===== config.mk =====
export PLATFORM = sky130hd
export DESIGN_NAME = bsc_controller
export DESIGN_NICKNAME = d
export VERILOG_FILES = /design/src/bsc_pkg.sv /design/src/bsc_controller.sv
export SDC_FILE = /design/constraint.sdc
export NUM_CORES = 1
export LEC_CHECK = 0
export ABC_AREA = 1
export BUFFER_PORTS_ARGS = -buffer_cell sky130_fd_sc_hd__clkbuf_2
export CORE_AREA = 2 2 39 41
export DETAILED_ROUTE_END_ITERATION = 6
export DIE_AREA = 0 0 41 43
export GPL_TIMING_DRIVEN = 0
export HOLD_SLACK_MARGIN = 0.15
export PLACE_DENSITY = 0.73
export SKIP_LAST_GASP = 1
export SLEW_MARGIN = 10
export SYNTH_ARGS = -nofsm -noshare
export SYNTH_HDL_FRONTEND = slang
export SYNTH_SLANG_ARGS = --single-unit

===== constraint.sdc =====
create_clock -name clk_i -period 2.15 [get_ports clk_i]
set_input_delay 0.43 -clock clk_i [delete_from_list [all_inputs] [get_ports clk_i]]
set_output_delay 0.43 -clock clk_i [all_outputs]
set_load 0.005 [all_outputs]

===== src/bsc_pkg.sv =====
// Shared constants, command codes and controller/datapath interface structs
// for the Banker's safety check block. Depends on nothing else.
package bsc_pkg;

  localparam int MAX_PROCESSES = 16;
  localparam int MAX_RESOURCES = 8;
  localparam int VALUE_BITS    = 16;

  localparam int PID_BITS      = 4;
  localparam int RID_BITS      = 3;
  localparam int CNT_BITS      = $clog2(MAX_PROCESSES + 1);
  localparam int NRES_BITS     = $clog2(MAX_RESOURCES + 1);
  localparam int WORK_BITS     = VALUE_BITS + $clog2(MAX_PROCESSES) + 1;
  localparam int ADDR_BITS     = PID_BITS + RID_BITS;
  localparam int TABLE_DEPTH   = 1 << ADDR_BITS;

  localparam int CMD_BITS      = 2;
  localparam int CFG_IDX_BITS  = 1;
  localparam int CFG_DATA_BITS = 5;
  localparam int NP_REG_BITS   = 5;
  localparam int NR_REG_BITS   = 4;

  typedef enum logic [CMD_BITS-1:0] {
    CMD_LOAD_AVAIL = 2'd0,
    CMD_LOAD_PROC  = 2'd1,
    CMD_RUN        = 2'd2
  } cmd_e;

  localparam logic [CFG_IDX_BITS-1:0] CFG_NUM_PROC = 1'b0;
  localparam logic [CFG_IDX_BITS-1:0] CFG_NUM_RES  = 1'b1;

  typedef struct packed {
    logic load;
    logic init_run;
    logic p_next;
    logic p_clear;
    logic r_next;
    logic r_clear;
    logic work_add;
    logic commit;
    logic out_load_seq;
    logic out_load_unsafe;
  } ctl_cmd_t;

  typedef struct packed {
    logic all_done;
    logic p_end;
    logic p_finished;
    logic r_last;
    logic fits;
    logic out_last;
  } dp_stat_t;

endpackage


===== src/bsc_controller.sv =====
// Controller state machine of the Banker's safety check: sequences loads,
// the process scan, the need check, the work update and result delivery.
// Uses bsc_pkg.
module bsc_controller (
  input  logic                         clk_i,
  input  logic                         rst_ni,
  input  logic                         in_valid_i,
  output logic                         in_ready_o,
  input  logic [bsc_pkg::CMD_BITS-1:0] command_i,
  output logic                         out_valid_o,
  input  logic                         out_ready_i,
  input  bsc_pkg::dp_stat_t            stat_i,
  output bsc_pkg::ctl_cmd_t            cmd_o
);
  import bsc_pkg::*;

  typedef enum logic [2:0] {
    ST_IDLE,
    ST_INIT,
    ST_SCAN,
    ST_CHK_RD,
    ST_CHK_CMP,
    ST_ADD_RD,
    ST_ADD_WR,
    ST_EMIT
  } state_e;

  state_e state_q, state_d;
  logic   out_valid_q;

  always_comb begin
    state_d = state_q;
    cmd_o   = '0;
    case (state_q)
      ST_IDLE: begin
        cmd_o.load = in_valid_i;
        if (in_valid_i && (command_i == CMD_RUN)) begin
          state_d = ST_INIT;
        end
      end
      ST_INIT: begin
        cmd_o.init_run = 1'b1;
        state_d = ST_SCAN;
      end
      ST_SCAN: begin
        if (stat_i.all_done) begin
          cmd_o.out_load_seq = 1'b1;
          state_d = ST_EMIT;
        end else if (stat_i.p_end) begin
          cmd_o.out_load_unsafe = 1'b1;
          state_d = ST_EMIT;
        end else if (stat_i.p_finished) begin
          cmd_o.p_next = 1'b1;
        end else begin
          state_d = ST_CHK_RD;
        end
      end
      ST_CHK_RD: begin
        state_d = ST_CHK_CMP;
      end
      ST_CHK_CMP: begin
        if (!stat_i.fits) begin
          cmd_o.p_next  = 1'b1;
          cmd_o.r_clear = 1'b1;
          state_d = ST_SCAN;
        end else if (stat_i.r_last) begin
          cmd_o.r_clear = 1'b1;
          state_d = ST_ADD_RD;
        end else begin
          cmd_o.r_next = 1'b1;
          state_d = ST_CHK_RD;
        end
      end
      ST_ADD_RD: begin
        state_d = ST_ADD_WR;
      end
      ST_ADD_WR: begin
        cmd_o.work_add = 1'b1;
        if (stat_i.r_last) begin
          cmd_o.commit  = 1'b1;
          cmd_o.r_clear = 1'b1;
          cmd_o.p_clear = 1'b1;
          state_d = ST_SCAN;
        end else begin
          cmd_o.r_next = 1'b1;
          state_d = ST_ADD_RD;
        end
      end
      ST_EMIT: begin
        if (out_ready_i) begin
          if (stat_i.out_last) begin
            state_d = ST_IDLE;
          end else begin
            cmd_o.out_load_seq = 1'b1;
          end
        end
      end
      default: begin
        state_d = ST_IDLE;
      end
    endcase
  end

  always_ff @(posedge clk_i or negedge rst_ni) begin
    if (!rst_ni) begin
      state_q     <= ST_IDLE;
      out_valid_q <= 1'b0;
    end else begin
      state_q     <= state_d;
      out_valid_q <= (state_d == ST_EMIT);
    end
  end

  assign in_ready_o  = (state_q == ST_IDLE);
  assign out_valid_o = out_valid_q;

`ifndef SYNTHESIS
  a_no_accept_while_result: assert property (@(posedge clk_i) disable iff (!rst_ni)
    !(in_ready_o && out_valid_o))
    else $error("input accepted while a result is pending");

  a_run_blocks_input: assert property (@(posedge clk_i) disable iff (!rst_ni)
    (in_valid_i && in_ready_o && (command_i == CMD_RUN)) |=> !in_ready_o)
    else $error("input still open after a run item was accepted");

  a_commit_unfinished: assert property (@(posedge clk_i) disable iff (!rst_ni)
    cmd_o.commit |-> (cmd_o.work_add && stat_i.r_last && !stat_i.p_finished))
    else $error("process committed twice or before its work update ended");

  a_last_returns_idle: assert property (@(posedge clk_i) disable iff (!rst_ni)
    (out_valid_o && out_ready_i && stat_i.out_last) |=> (in_ready_o && !out_valid_o))
    else $error("block not idle after the final result of a run");

  a_exclusive_cmds: assert property (@(posedge clk_i) disable iff (!rst_ni)
    $onehot0({cmd_o.out_load_seq, cmd_o.out_load_unsafe, cmd_o.commit, cmd_o.init_run}))
    else $error("conflicting datapath commands");
`endif

endmodule


==> results of run 1 <==
timing repair:
item / 4_1_cts / 5_1_grt
hold endpoints to repair: 4 / 0
hold buffers: 1 / 0
setup buffers: 0 / 0
worst paths after layout:
path | from | end | slack, ns | depth (start not counted)
worst max-delay path | state_q[0]$_DFF_PN0_ | cmd_o[4] | 0.41 | 7
worst max register to register | state_q[2]$_DFF_PN0_ | out_valid_o$_DFF_PN0_ | 0.90 | 7
min in group clk_i | stat_i[2] | state_q[2]$_DFF_PN0_ | 0.56 | 3
max in group asynchronous | rst_ni | state_q[2]$_DFF_PN0_ | 1.48 | 2
worst min register to register | state_q[0]$_DFF_PN0_ | state_q[1]$_DFF_PN0_ | 0.75 | 5
worst min-delay path | rst_ni | out_valid_o$_DFF_PN0_ | 0.55 | 2
synth_stat cells:
master                    number  area, sq um
sky130_fd_sc_hd__a32o_1        1        10.01
sky130_fd_sc_hd__buf_4         1        7.510
sky130_fd_sc_hd__buf_6         3        33.78
sky130_fd_sc_hd__dfrtp_1       4        100.1
sky130_fd_sc_hd__inv_1        10        37.54
sky130_fd_sc_hd__inv_2         1        3.750
sky130_fd_sc_hd__inv_4         1        6.260
sky130_fd_sc_hd__nand2_1      22        82.58
sky130_fd_sc_hd__nand2_2       1        6.260
sky130_fd_sc_hd__nand3_1       5        25.02
sky130_fd_sc_hd__nand3_2       1        10.01
sky130_fd_sc_hd__nand4_1       1        6.260
sky130_fd_sc_hd__nor2_1       15        56.30
sky130_fd_sc_hd__nor2_2        2        12.51
sky130_fd_sc_hd__nor2_4        1        11.26
sky130_fd_sc_hd__nor3_1        3        15.01
sky130_fd_sc_hd__o21ai_0       1        5.000
sky130_fd_sc_hd__o22ai_1       2        12.51
worst max-delay path: stages, from the launching register on:
cell and delay [ns]:
sky130_fd_sc_hd__dfrtp_1 0.36, sky130_fd_sc_hd__buf_6 0.14, sky130_fd_sc_hd__inv_4 0.07, sky130_fd_sc_hd__nand2_2 0.06, sky130_fd_sc_hd__nor2_2 0.13, sky130_fd_sc_hd__inv_1 0.07, sky130_fd_sc_hd__o22ai_1 0.10, sky130_fd_sc_hd__clkbuf_2 0.13
per-stage QoR:
stage,std cells,util
global route,118,0.4403
floorplan,75,-
detailed placement,114,0.4168
global placement,114,0.4168
finish,118,0.4403
CTS,118,0.4403
power by group:
part	internal [mW]	total (mW)	switching (mW)	leakage, nW
Sequential	0.114	0.134	0.0200	0.0504
Clock	0.0624	0.0917	0.0294	0.0138
Combinational	0.226	0.553	0.327	0.321
Total	0.402	0.778	0.376	0.385
state kept, by name (all words and copies together) (netlist names):
signal,flops
out_valid_o,1
state_q,3
per-layer routing:
layer,part of all wire,vias to the layer above,global-route usage
li1,-,286,-
met1,0.46,224,0.2262
met2,0.48,10,0.2281
met3,0.040,2,0.03665
met4,0.017,0,0.06667
met5,0,-,0
cell type report:
cell class / count / area (sq um)
Buffer: 4 / 41.29
Clock buffer: 3 / 22.52
Fill cell: 169 / 774.5
Inverter: 12 / 47.55
Multi-Input combinational cell: 55 / 252.7
Sequential cell: 4 / 100.1
Tap cell: 16 / 20.02
Timing Repair Buffer: 24 / 125.1
kinds of logic (layout without fill, tap and decap cells):
| group | Yosys count | in the layout |
|---|---|---|
| AND/OR/NAND/NOR | 51 | 51 |
| flip-flops | 4 | 4 |
| AO/OA/AOI/OAI | 4 | 4 |
| buffers and inverters | 16 | 43 |
==> flow_results.xml, run 1 <==
<?xml version="1.0" encoding="UTF-8"?>
<metrics>
  <group name="cts">
    <metric name="path_clk_slew" unit="ns">0.04</metric>
    <metric name="insertion_delay" unit="ns">0.23</metric>
    <metric name="cts_inserted_buffers" unit="">3</metric>
    <metric name="clock_tree.root_cell" unit="">sky130_fd_sc_hd__clkbuf_4</metric>
    <metric name="clock_tree.htree_level_count" unit="">1</metric>
    <metric name="cts_tree" unit="">yes</metric>
    <metric name="cts_repair_resize_count" unit="">0</metric>
    <metric name="cts_sinks" unit="">4</metric>
    <metric name="clk_path_buf_depth" unit="">2</metric>
  </group>
  <group name="global_route">
    <metric name="grt_pass1_vias" unit="">494</metric>
    <metric name="number_of_antenna_violations_at_the_first_check_in_global_routing" unit="">0</metric>
    <metric name="grt.overflow.total" unit="">0</metric>
    <metric name="grt_first_pass_wirelength" unit="microns">1994</metric>
    <metric name="gr-usage-all-layers" unit="">0.1606</metric>
    <metric name="largest_net_degree_at_the_start_of_global_routing" unit="">11</metric>
  </group>
  <group name="worst_hold_path">
    <metric name="hold_path.class" unit="">input pin to asynchronous set/reset pin</metric>
  </group>
  <group name="status">
    <metric name="status" unit="">complete, no violations</metric>
  </group>
  <group name="timing">
    <metric name="setup_tns" unit="ns">0</metric>
    <metric name="finalCriticalPeriod" unit="ns">1.743</metric>
    <metric name="worst_slew_pin_slew" unit="ns">0.2677</metric>
    <metric name="worst_slew_margin_rel" unit="">0.8201</metric>
    <metric name="fin_worst_hold_slack" unit="ns">0.5473</metric>
    <metric name="worst_slack" unit="ns">0.4070</metric>
    <metric name="final_max_slew_viol_count" unit="">0</metric>
    <metric name="fin_crit_sh" unit="">0.8107</metric>
    <metric name="finalClockSkew" unit="ns">0.0002885</metric>
    <metric name="final-hold-violation-count" unit="">0</metric>
    <metric name="setup_viol" unit="">0</metric>
    <metric name="rsz0062_at_grt" unit="">false</metric>
    <metric name="fmaxAchievable" unit="GHz">0.5737</metric>
  </group>
  <group name="power_and_ir_drop">
    <metric name="totalPowerFinal" unit="mW">0.7781</metric>
    <metric name="power.ir.vdd_worst" unit="V">0.0005154</metric>
    <metric name="static_leak" unit="nW">0.3851</metric>
    <metric name="power.density_cell_area" unit="mW/mm^2">1277</metric>
  </group>
  <group name="logic_synthesis">
    <metric name="synthXorXnorAreaFrac" unit="">0</metric>
    <metric name="synth_area_per_cell" unit="sq um">5.889</metric>
    <metric name="yosysSeqAreaShare" unit="">0.2266</metric>
    <metric name="synth_warnings" unit="">0</metric>
    <metric name="synth_top_family_by_area" unit="">simple AND/OR/NAND/NOR gates</metric>
    <metric name="count_of_unique_library_cells_instantiated_by_yosys" unit="">18</metric>
    <metric name="synth_cells" unit="">75</metric>
    <metric name="synth_fa_ha_area_frac" unit="">0</metric>
    <metric name="ys_seq_elements" unit="">4</metric>
    <metric name="synth_compound_gate_area_share" unit="">0.06232</metric>
    <metric name="yosys.area_share.simple" unit="">0.5099</metric>
    <metric name="syn_nets" unit="">87</metric>
    <metric name="multiplexer_share_of_the_synthesized_area" unit="">0</metric>
    <metric name="synth.cell_area" unit="sq um">441.7</metric>
  </group>
  <group name="placement">
    <metric name="finalWeightedCongestion" unit="">0.8456</metric>
    <metric name="hpwlAfterDp" unit="microns">942.5</metric>
    <metric name="postPlaceCellArea" unit="sq um">576.8</metric>
    <metric name="pre_cts_ws" unit="ns">0.6311</metric>
    <metric name="numPortBuffers" unit="">23</metric>
  </group>
  <group name="critical_path">
    <metric name="cp_data_required_time" unit="ns">1.72</metric>
    <metric name="critical_path_arrival" unit="ns">1.31</metric>
    <metric name="crit_path_start_kind" unit="">flip-flop</metric>
    <metric name="timing_worst_setup_path_type" unit="">flip-flop to primary output</metric>
    <metric name="worstPathMaxFanout" unit="">9</metric>
    <metric name="crit_path_end_kind" unit="">primary output</metric>
  </group>
  <group name="layout">
    <metric name="post_route_cells_drive_above_1_share" unit="">0.3627</metric>
    <metric name="design.final.nets" unit="">116</metric>
    <metric name="signed_area_change_from_the_synthesized_netlist_to_the_final_layout" unit="%">37.96</metric>
    <metric name="insertedDiodeCount" unit="">0</metric>
    <metric name="finalInstanceArea" unit="sq um">609.3</metric>
    <metric name="most_common_cell_after_layout_fill_and_taps_aside" unit="">sky130_fd_sc_hd__clkbuf_2</metric>
    <metric name="layout_common_cells" unit="">sky130_fd_sc_hd__clkbuf_2 (23), sky130_fd_sc_hd__nand2_1 (22), sky130_fd_sc_hd__nor2_1 (15)</metric>
  </group>
  <group name="flow_run">
    <metric name="maxCapViolations" unit="">0</metric>
  </group>
  <group name="floorplanning">
    <metric name="chipHeight" unit="microns">43</metric>
    <metric name="io-pin-count" unit="">24</metric>
    <metric name="initial_core_util" unit="">0.3192</metric>
    <metric name="core_area" unit="sq mm">0.001384</metric>
    <metric name="num_rows" unit="">14</metric>
    <metric name="die_w" unit="microns">41</metric>
    <metric name="dieArea" unit="sq mm">0.001763</metric>
  </group>
  <group name="routing">
    <metric name="postRouteAntennaNets" unit="">0</metric>
    <metric name="wl" unit="microns">1130</metric>
    <metric name="post_drt_via_cell_ratio" unit="">4.424</metric>
    <metric name="post_drt_wl_per_cell" unit="microns">9.576</metric>
    <metric name="drc_errors" unit="">0</metric>
    <metric name="via_count" unit="">522</metric>
    <metric name="drtPass1Iterations" unit="">4</metric>
    <metric name="drt_iter0_drc" unit="">4</metric>
  </group>
</metrics>
No activity file was read; power rests on OpenSTA's default activity.
==> inputs of run 2 (changes only) <==
Settings changed: PLACE_DENSITY 0.73 to 0.76.
Clock period 2.15 ns to 1.49 ns, I/O delays scaled along.
==> run 2 against run 1 <==
Against the previous run:
- the flow now finishes with violations (negative setup slack)
- largest power group unchanged
- sequential cell count unchanged
- wire length increased by 12%
- first-iteration DRC count increased by 75%
- total power increased by 74%
- utilization increased by 6.5 points
- sequential share of layout area decreased by 1.9 points
- critical path depth decreased by 2
- global-route usage increased by 0.25 points
==> flow_results.xml, run 2 (same netlist as run 1, synthesis figures left out) <==
<?xml version="1.0" encoding="UTF-8"?>
<metrics>
  <group name="critical_path">
    <metric name="path_buf_inv" unit="">2</metric>
    <metric name="reg_to_reg_slack_setup" unit="ns">0.18</metric>
    <metric name="timing_worst_setup_path_type" unit="">flip-flop to primary output</metric>
    <metric name="crit_path_end_kind" unit="">primary output</metric>
    <metric name="cp_slowest_cell" unit="">sky130_fd_sc_hd__dfrtp_1</metric>
    <metric name="cell_chain_of_the_critical_path" unit="">buf_4 &gt; nand2_1 &gt; nor2_2 &gt; a32o_1 &gt; clkbuf_2</metric>
    <metric name="crit_path_start_kind" unit="">flip-flop</metric>
    <metric name="critPathMaxStageDelay" unit="ns">0.39</metric>
    <metric name="critical_path_arrival" unit="ns">1.21</metric>
    <metric name="worstPathMaxFanout" unit="">3</metric>
    <metric name="cp_data_required_time" unit="ns">1.19</metric>
    <metric name="family_with_the_most_delay_on_the_worst_path" unit="">flip-flops</metric>
  </group>
  <group name="cts">
    <metric name="cts_sinks" unit="">4</metric>
    <metric name="insertion_delay" unit="ns">0.23</metric>
    <metric name="clock_tree.htree_level_count" unit="">1</metric>
    <metric name="path_clk_slew" unit="ns">0.04</metric>
    <metric name="cts_tree" unit="">yes</metric>
    <metric name="clk_path_buf_depth" unit="">2</metric>
    <metric name="clock_tree.root_cell" unit="">sky130_fd_sc_hd__clkbuf_4</metric>
    <metric name="cts_inserted_buffers" unit="">3</metric>
  </group>
  <group name="timing">
    <metric name="fin_crit_sh" unit="">1.014</metric>
    <metric name="final-hold-violation-count" unit="">0</metric>
    <metric name="worst_slack" unit="ns">-0.02045</metric>
    <metric name="rsz0062_at_grt" unit="">true</metric>
    <metric name="final_max_slew_viol_count" unit="">0</metric>
    <metric name="fmaxAchievable" unit="GHz">0.6621</metric>
    <metric name="finalClockSkew" unit="ns">0.002666</metric>
    <metric name="setup_tns" unit="ns">-0.02668</metric>
    <metric name="finalCriticalPeriod" unit="ns">1.510</metric>
    <metric name="setup_viol" unit="">3</metric>
    <metric name="worst_slew_pin_slew" unit="ns">0.2626</metric>
    <metric name="worst_slew_margin_rel" unit="">0.8236</metric>
  </group>
  <group name="layout">
    <metric name="post_route_cells_drive_above_1_share" unit="">0.4630</metric>
    <metric name="signed_area_change_from_the_synthesized_netlist_to_the_final_layout" unit="%">58.36</metric>
    <metric name="design.final.nets" unit="">122</metric>
    <metric name="largest_register_ffs" unit="">3</metric>
    <metric name="finalInstanceArea" unit="sq um">699.4</metric>
    <metric name="registers.top_by_ff_count" unit="">state_q</metric>
    <metric name="stdcell_count" unit="">124</metric>
    <metric name="insertedDiodeCount" unit="">0</metric>
    <metric name="most_common_cell_after_layout_fill_and_taps_aside" unit="">sky130_fd_sc_hd__nand2_1</metric>
    <metric name="layout_common_cells" unit="">sky130_fd_sc_hd__nand2_1 (21), sky130_fd_sc_hd__clkbuf_2 (19), sky130_fd_sc_hd__nor2_1 (14)</metric>
  </group>
  <group name="worst_hold_path">
    <metric name="hold_path.class" unit="">input pin to asynchronous set/reset pin</metric>
  </group>
  <group name="floorplanning">
    <metric name="initial_core_util" unit="">0.3192</metric>
    <metric name="die_w" unit="microns">41</metric>
    <metric name="num_rows" unit="">14</metric>
    <metric name="dieArea" unit="sq mm">0.001763</metric>
    <metric name="core_area" unit="sq mm">0.001384</metric>
    <metric name="io-pin-count" unit="">24</metric>
    <metric name="chipHeight" unit="microns">43</metric>
  </group>
  <group name="placement">
    <metric name="postPlaceCellArea" unit="sq um">576.8</metric>
    <metric name="numPortBuffers" unit="">23</metric>
    <metric name="finalWeightedCongestion" unit="">0.8539</metric>
    <metric name="hpwlAfterDp" unit="microns">907.6</metric>
    <metric name="place.detailed.instances" unit="">114</metric>
  </group>
  <group name="routing">
    <metric name="drtPass1Iterations" unit="">4</metric>
    <metric name="drc_errors" unit="">0</metric>
    <metric name="drt_iter0_drc" unit="">7</metric>
    <metric name="wl" unit="microns">1265</metric>
    <metric name="postRouteAntennaNets" unit="">0</metric>
    <metric name="post_drt_wl_per_cell" unit="microns">10.20</metric>
    <metric name="post_drt_via_cell_ratio" unit="">4.653</metric>
    <metric name="via_count" unit="">577</metric>
  </group>
  <group name="status">
    <metric name="failed_checks" unit="">negative setup slack</metric>
    <metric name="status" unit="">complete, but fails checks</metric>
  </group>
  <group name="power_and_ir_drop">
    <metric name="power.density_cell_area" unit="mW/mm^2">1934</metric>
    <metric name="static_leak" unit="nW">0.4270</metric>
    <metric name="power.ir.vdd_worst" unit="V">0.0009597</metric>
  </group>
  <group name="global_route">
    <metric name="largest_net_degree_at_the_start_of_global_routing" unit="">11</metric>
    <metric name="grt_first_pass_wirelength" unit="microns">2028</metric>
    <metric name="grt.overflow.total" unit="">0</metric>
    <metric name="gr-usage-all-layers" unit="">0.1631</metric>
    <metric name="grt_pass1_vias" unit="">541</metric>
    <metric name="number_of_antenna_violations_at_the_first_check_in_global_routing" unit="">0</metric>
  </group>
  <group name="flow_run">
    <metric name="maxCapViolations" unit="">0</metric>
  </group>
</metrics>
-- run 2: cell types whose count changed in the layout (fill, tap and decap cells not counted), sizes merged --
cell	previous run	this run
buf	4	14
clkbuf	26	22
clkinv	0	1
inv	12	11
-- run 2: final timing paths --
| path | startpoint | to | depth (start not counted) |
|---|---|---|---|
| worst max-delay path | state_q[1]$_DFF_PN0_ | cmd_o[1] | 5 |
| worst min-delay path | rst_ni | out_valid_o$_DFF_PN0_ | 2 |
| worst max register to register | state_q[2]$_DFF_PN0_ | state_q[0]$_DFF_PN0_ | 8 |
| worst min register to register | state_q[2]$_DFF_PN0_ | state_q[1]$_DFF_PN0_ | 5 |
| max in group asynchronous | rst_ni | state_q[0]$_DFF_PN0_ | 2 |
| min in group clk_i | stat_i[2] | state_q[2]$_DFF_PN0_ | 3 |
-- run 2: area by class of cell --
cell class / instances / area (sq um)
multi-input cells: 55 / 294.0
flip-flops and latches: 4 / 101.3
clock buffers: 3 / 22.52
plain buffers: 2 / 22.52
fillers: 147 / 684.4
well taps: 16 / 20.02
repair buffers: 32 / 188.9
inverters: 12 / 50.05
-- run 2: where the power goes --
part,internal [mW],total (mW),switching [mW]
Clock,0.0901,0.135,0.0446
Sequential,0.167,0.212,0.0456
Combinational,0.452,1.01,0.553
Total,0.709,1.35,0.643
-- run 2: through the flow --
stage	worst slack, ns	utilization	hold slack [ns]	power [mW]
detailed placement	0.1299	0.4168	0.1078	0.9831
finish	-0.02045	0.5054	0.4189	1.352
floorplan	0.3010	-	0.002409	0.7685
global route	-0.06299	0.5054	0.4462	1.473
global placement	0.1483	0.4168	0.1022	0.9596
CTS	-0.04446	0.4919	0.4091	1.291
-- run 2: worst register-to-register path, delay by kind of cell (launching register included) --
kind	cells	cell delay (ns)
buffers and inverters	3	0.36
DFF	1	0.36
and+or+nand+nor	5	0.46
-- run 2: metal layers --
metal	routed length, microns	up-vias	track usage
met4	19	0	0.05333
met5	0	-	0
met3	42	2	0.03141
li1	-	296	-
met1	560	265	0.2143
met2	643	14	0.2563
-- run 2: what timing repair did --
item,4_1_cts,5_1_grt
setup buffers,6,1
hold buffers,1,0
gates cloned,0,1
pin swaps,3,5
endpoints found under the setup margin,4,8
hold endpoints to repair,4,0
gates resized for setup,7,10
==> inputs of run 3 (changes only) <==
Settings changed: GPL_TIMING_DRIVEN 0 to unset, REMOVE_ABC_BUFFERS set to 1.
==> run 3 against run 2 <==
Against the previous run:
- the run still ends with negative setup slack left
- die area did not move
- cell count increased by 0.81%
- critical path type unchanged
- clock power decreased by 4%
==> flow_results.xml, run 3 (same netlist as run 1, synthesis figures left out) <==
<?xml version="1.0" encoding="UTF-8"?>
<metrics>
  <group name="status">
    <metric name="status" unit="">complete, but fails checks</metric>
    <metric name="failed_checks" unit="">negative setup slack</metric>
  </group>
  <group name="critical_path">
    <metric name="timing_worst_setup_path_type" unit="">flip-flop to primary output</metric>
    <metric name="cp_data_required_time" unit="ns">1.19</metric>
    <metric name="crit_path_start_kind" unit="">flip-flop</metric>
    <metric name="timing.rr.start" unit="">state_q[2]$_DFF_PN0_</metric>
    <metric name="reg_to_reg_slack_setup" unit="ns">0.14</metric>
    <metric name="critical_path_arrival" unit="ns">1.24</metric>
    <metric name="timing.reg2reg.worst_path_depth" unit="">7</metric>
    <metric name="crit_path_end_kind" unit="">primary output</metric>
    <metric name="timing.rr.end" unit="">out_valid_o$_DFF_PN0_</metric>
    <metric name="worstPathMaxFanout" unit="">3</metric>
  </group>
  <group name="timing">
    <metric name="worst_slew_margin_rel" unit="">0.8163</metric>
    <metric name="fin_crit_sh" unit="">1.031</metric>
    <metric name="finalCriticalPeriod" unit="ns">1.536</metric>
    <metric name="fmaxAchievable" unit="GHz">0.6510</metric>
    <metric name="rsz0062_at_grt" unit="">true</metric>
    <metric name="setup_viol" unit="">4</metric>
    <metric name="worst_slack" unit="ns">-0.04614</metric>
    <metric name="setup_tns" unit="ns">-0.08908</metric>
    <metric name="final_max_slew_viol_count" unit="">0</metric>
    <metric name="finalClockSkew" unit="ns">0.002423</metric>
    <metric name="final-hold-violation-count" unit="">0</metric>
    <metric name="fin_worst_hold_slack" unit="ns">0.4283</metric>
    <metric name="worst_slew_pin_slew" unit="ns">0.2735</metric>
  </group>
  <group name="routing">
    <metric name="wl" unit="microns">1382</metric>
    <metric name="drt_iter0_drc" unit="">13</metric>
    <metric name="postRouteAntennaNets" unit="">0</metric>
    <metric name="drtPass1Iterations" unit="">4</metric>
    <metric name="via_count" unit="">606</metric>
    <metric name="post_drt_wl_per_cell" unit="microns">11.06</metric>
    <metric name="post_drt_via_cell_ratio" unit="">4.848</metric>
    <metric name="drc_errors" unit="">0</metric>
  </group>
  <group name="cts">
    <metric name="path_clk_slew" unit="ns">0.04</metric>
    <metric name="insertion_delay" unit="ns">0.23</metric>
    <metric name="cts_tree" unit="">yes</metric>
    <metric name="clock_tree.root_cell" unit="">sky130_fd_sc_hd__clkbuf_4</metric>
    <metric name="clk_path_buf_depth" unit="">2</metric>
    <metric name="cts_inserted_buffers" unit="">3</metric>
    <metric name="cts_sinks" unit="">4</metric>
    <metric name="clock_tree.htree_level_count" unit="">1</metric>
  </group>
  <group name="worst_hold_path">
    <metric name="min_delay_worst_endpoint" unit="">state_q[2]$_DFF_PN0_</metric>
    <metric name="timing.hold.worst.start" unit="">stat_i[2]</metric>
    <metric name="timing.hold.worst_path_depth" unit="">3</metric>
    <metric name="hold_path.class" unit="">input pin to flip-flop</metric>
  </group>
  <group name="floorplanning">
    <metric name="dieArea" unit="sq mm">0.001763</metric>
    <metric name="chipHeight" unit="microns">43</metric>
    <metric name="num_rows" unit="">14</metric>
    <metric name="io-pin-count" unit="">24</metric>
    <metric name="initial_core_util" unit="">0.3192</metric>
    <metric name="die_w" unit="microns">41</metric>
    <metric name="core_area" unit="sq mm">0.001384</metric>
  </group>
  <group name="power_and_ir_drop">
    <metric name="power.density_cell_area" unit="mW/mm^2">1997</metric>
    <metric name="switching_power" unit="mW">0.6964</metric>
    <metric name="static_leak" unit="nW">0.4393</metric>
    <metric name="power.share.clock" unit="">0.088</metric>
    <metric name="internal_power_consumption" unit="mW">0.7629</metric>
    <metric name="power.share.combinational" unit="">0.741</metric>
    <metric name="totalPowerFinal" unit="mW">1.459</metric>
    <metric name="p_sw_frac" unit="">0.4772</metric>
    <metric name="power.share.sequential" unit="">0.170</metric>
    <metric name="power.ir.vdd_worst" unit="V">0.001123</metric>
  </group>
  <group name="layout">
    <metric name="post_route_cells_drive_above_1_share" unit="">0.5138</metric>
    <metric name="finalCoreUtilization" unit="">0.5280</metric>
    <metric name="n_fill_cell" unit="">135</metric>
    <metric name="signed_area_change_from_the_synthesized_netlist_to_the_final_layout" unit="%">65.44</metric>
    <metric name="largest_register_ffs" unit="">3</metric>
    <metric name="insertedDiodeCount" unit="">0</metric>
    <metric name="registers.top_by_ff_count" unit="">state_q</metric>
    <metric name="most_common_cell_after_layout_fill_and_taps_aside" unit="">sky130_fd_sc_hd__clkbuf_2</metric>
    <metric name="finalInstanceArea" unit="sq um">730.7</metric>
    <metric name="layout_common_cells" unit="">sky130_fd_sc_hd__clkbuf_2 (21), sky130_fd_sc_hd__nand2_1 (20), sky130_fd_sc_hd__nor2_1 (13)</metric>
    <metric name="multi_input_comb_area" unit="sq um">315.3</metric>
    <metric name="sequential_cell_area" unit="sq um">102.6</metric>
    <metric name="stdcell_count" unit="">125</metric>
    <metric name="design.final.nets" unit="">123</metric>
  </group>
  <group name="flow_run">
    <metric name="maxCapViolations" unit="">0</metric>
  </group>
  <group name="global_route">
    <metric name="gr-usage-all-layers" unit="">0.1859</metric>
    <metric name="largest_net_degree_at_the_start_of_global_routing" unit="">7</metric>
    <metric name="grt_first_pass_wirelength" unit="microns">2235</metric>
    <metric name="grt.overflow.total" unit="">0</metric>
    <metric name="grt_pass1_vias" unit="">551</metric>
    <metric name="number_of_antenna_violations_at_the_first_check_in_global_routing" unit="">0</metric>
  </group>
  <group name="placement">
    <metric name="postPlaceCellArea" unit="sq um">558.0</metric>
    <metric name="place.detailed.instances" unit="">113</metric>
    <metric name="hpwlAfterDp" unit="microns">860.9</metric>
    <metric name="pre_cts_ws" unit="ns">0.07800</metric>
    <metric name="finalWeightedCongestion" unit="">0.8898</metric>
    <metric name="numPortBuffers" unit="">23</metric>
  </group>
</metrics>
==> run 3: routing by layer <==
layer	GRT usage	up-vias	part of all wire
met2	0.2906	16	0.54
met1	0.2262	279	0.40
li1	-	307	-
met3	0.03141	4	0.033
met4	0.1067	0	0.026
met5	0	-	0
==> run 3: critical path: stages, from the launching register on <==
cell and delay (ns):
sky130_fd_sc_hd__dfrtp_1 0.41, sky130_fd_sc_hd__buf_4 0.16, sky130_fd_sc_hd__nand2_1 0.08, sky130_fd_sc_hd__nor2_2 0.04, sky130_fd_sc_hd__a32o_1 0.21, sky130_fd_sc_hd__clkbuf_2 0.11
==> run 3: worst max-delay path by stage <==
stage                          from        to  slack, ns  cells after the start
2_1_floorplan  state_q[2]$_DFF_PN0_  cmd_o[4]       0.27                      4
3_3_place_gp   state_q[1]$_DFF_PN0_  cmd_o[0]       0.13                      5
3_5_place_dp   state_q[1]$_DFF_PN0_  cmd_o[0]       0.08                      5
4_1_cts        state_q[0]$_DFF_PN0_  cmd_o[4]      -0.03                      6
5_1_grt        state_q[0]$_DFF_PN0_  cmd_o[1]      -0.10                      5
6_report       state_q[0]$_DFF_PN0_  cmd_o[1]      -0.05                      5
==> run 3: timing repair <==
action / CTS / global route
setup buffers: 5 / 3
setup endpoints to repair: 10 / 10
gates resized for setup: 10 / 14
pin swaps: 2 / 6
hold buffers: 1 / 0
endpoints found under the hold margin: 4 / 0
==> run 3: power by group through the flow <==
stage / Clock [mW] / Sequential [mW] / Combinational [mW]
after floorplan: 0 / 0.275 / 0.395
after global placement: 0 / 0.266 / 0.656
after detailed placement: 0 / 0.272 / 0.663
after CTS: 0.132 / 0.234 / 0.879
after global routing: 0.139 / 0.249 / 1.20
final: 0.129 / 0.248 / 1.08
==> run 3: cell type report <==
| class | count | share of cell area |
|---|---|---|
| multi-input combinational | 55 | 0.4315 |
| timing repair buffer | 35 | 0.3048 |
| clock buffer | 3 | 0.03082 |
| inverter | 12 | 0.06507 |
| tap | 16 | 0.02740 |
| sequential | 4 | 0.1404 |
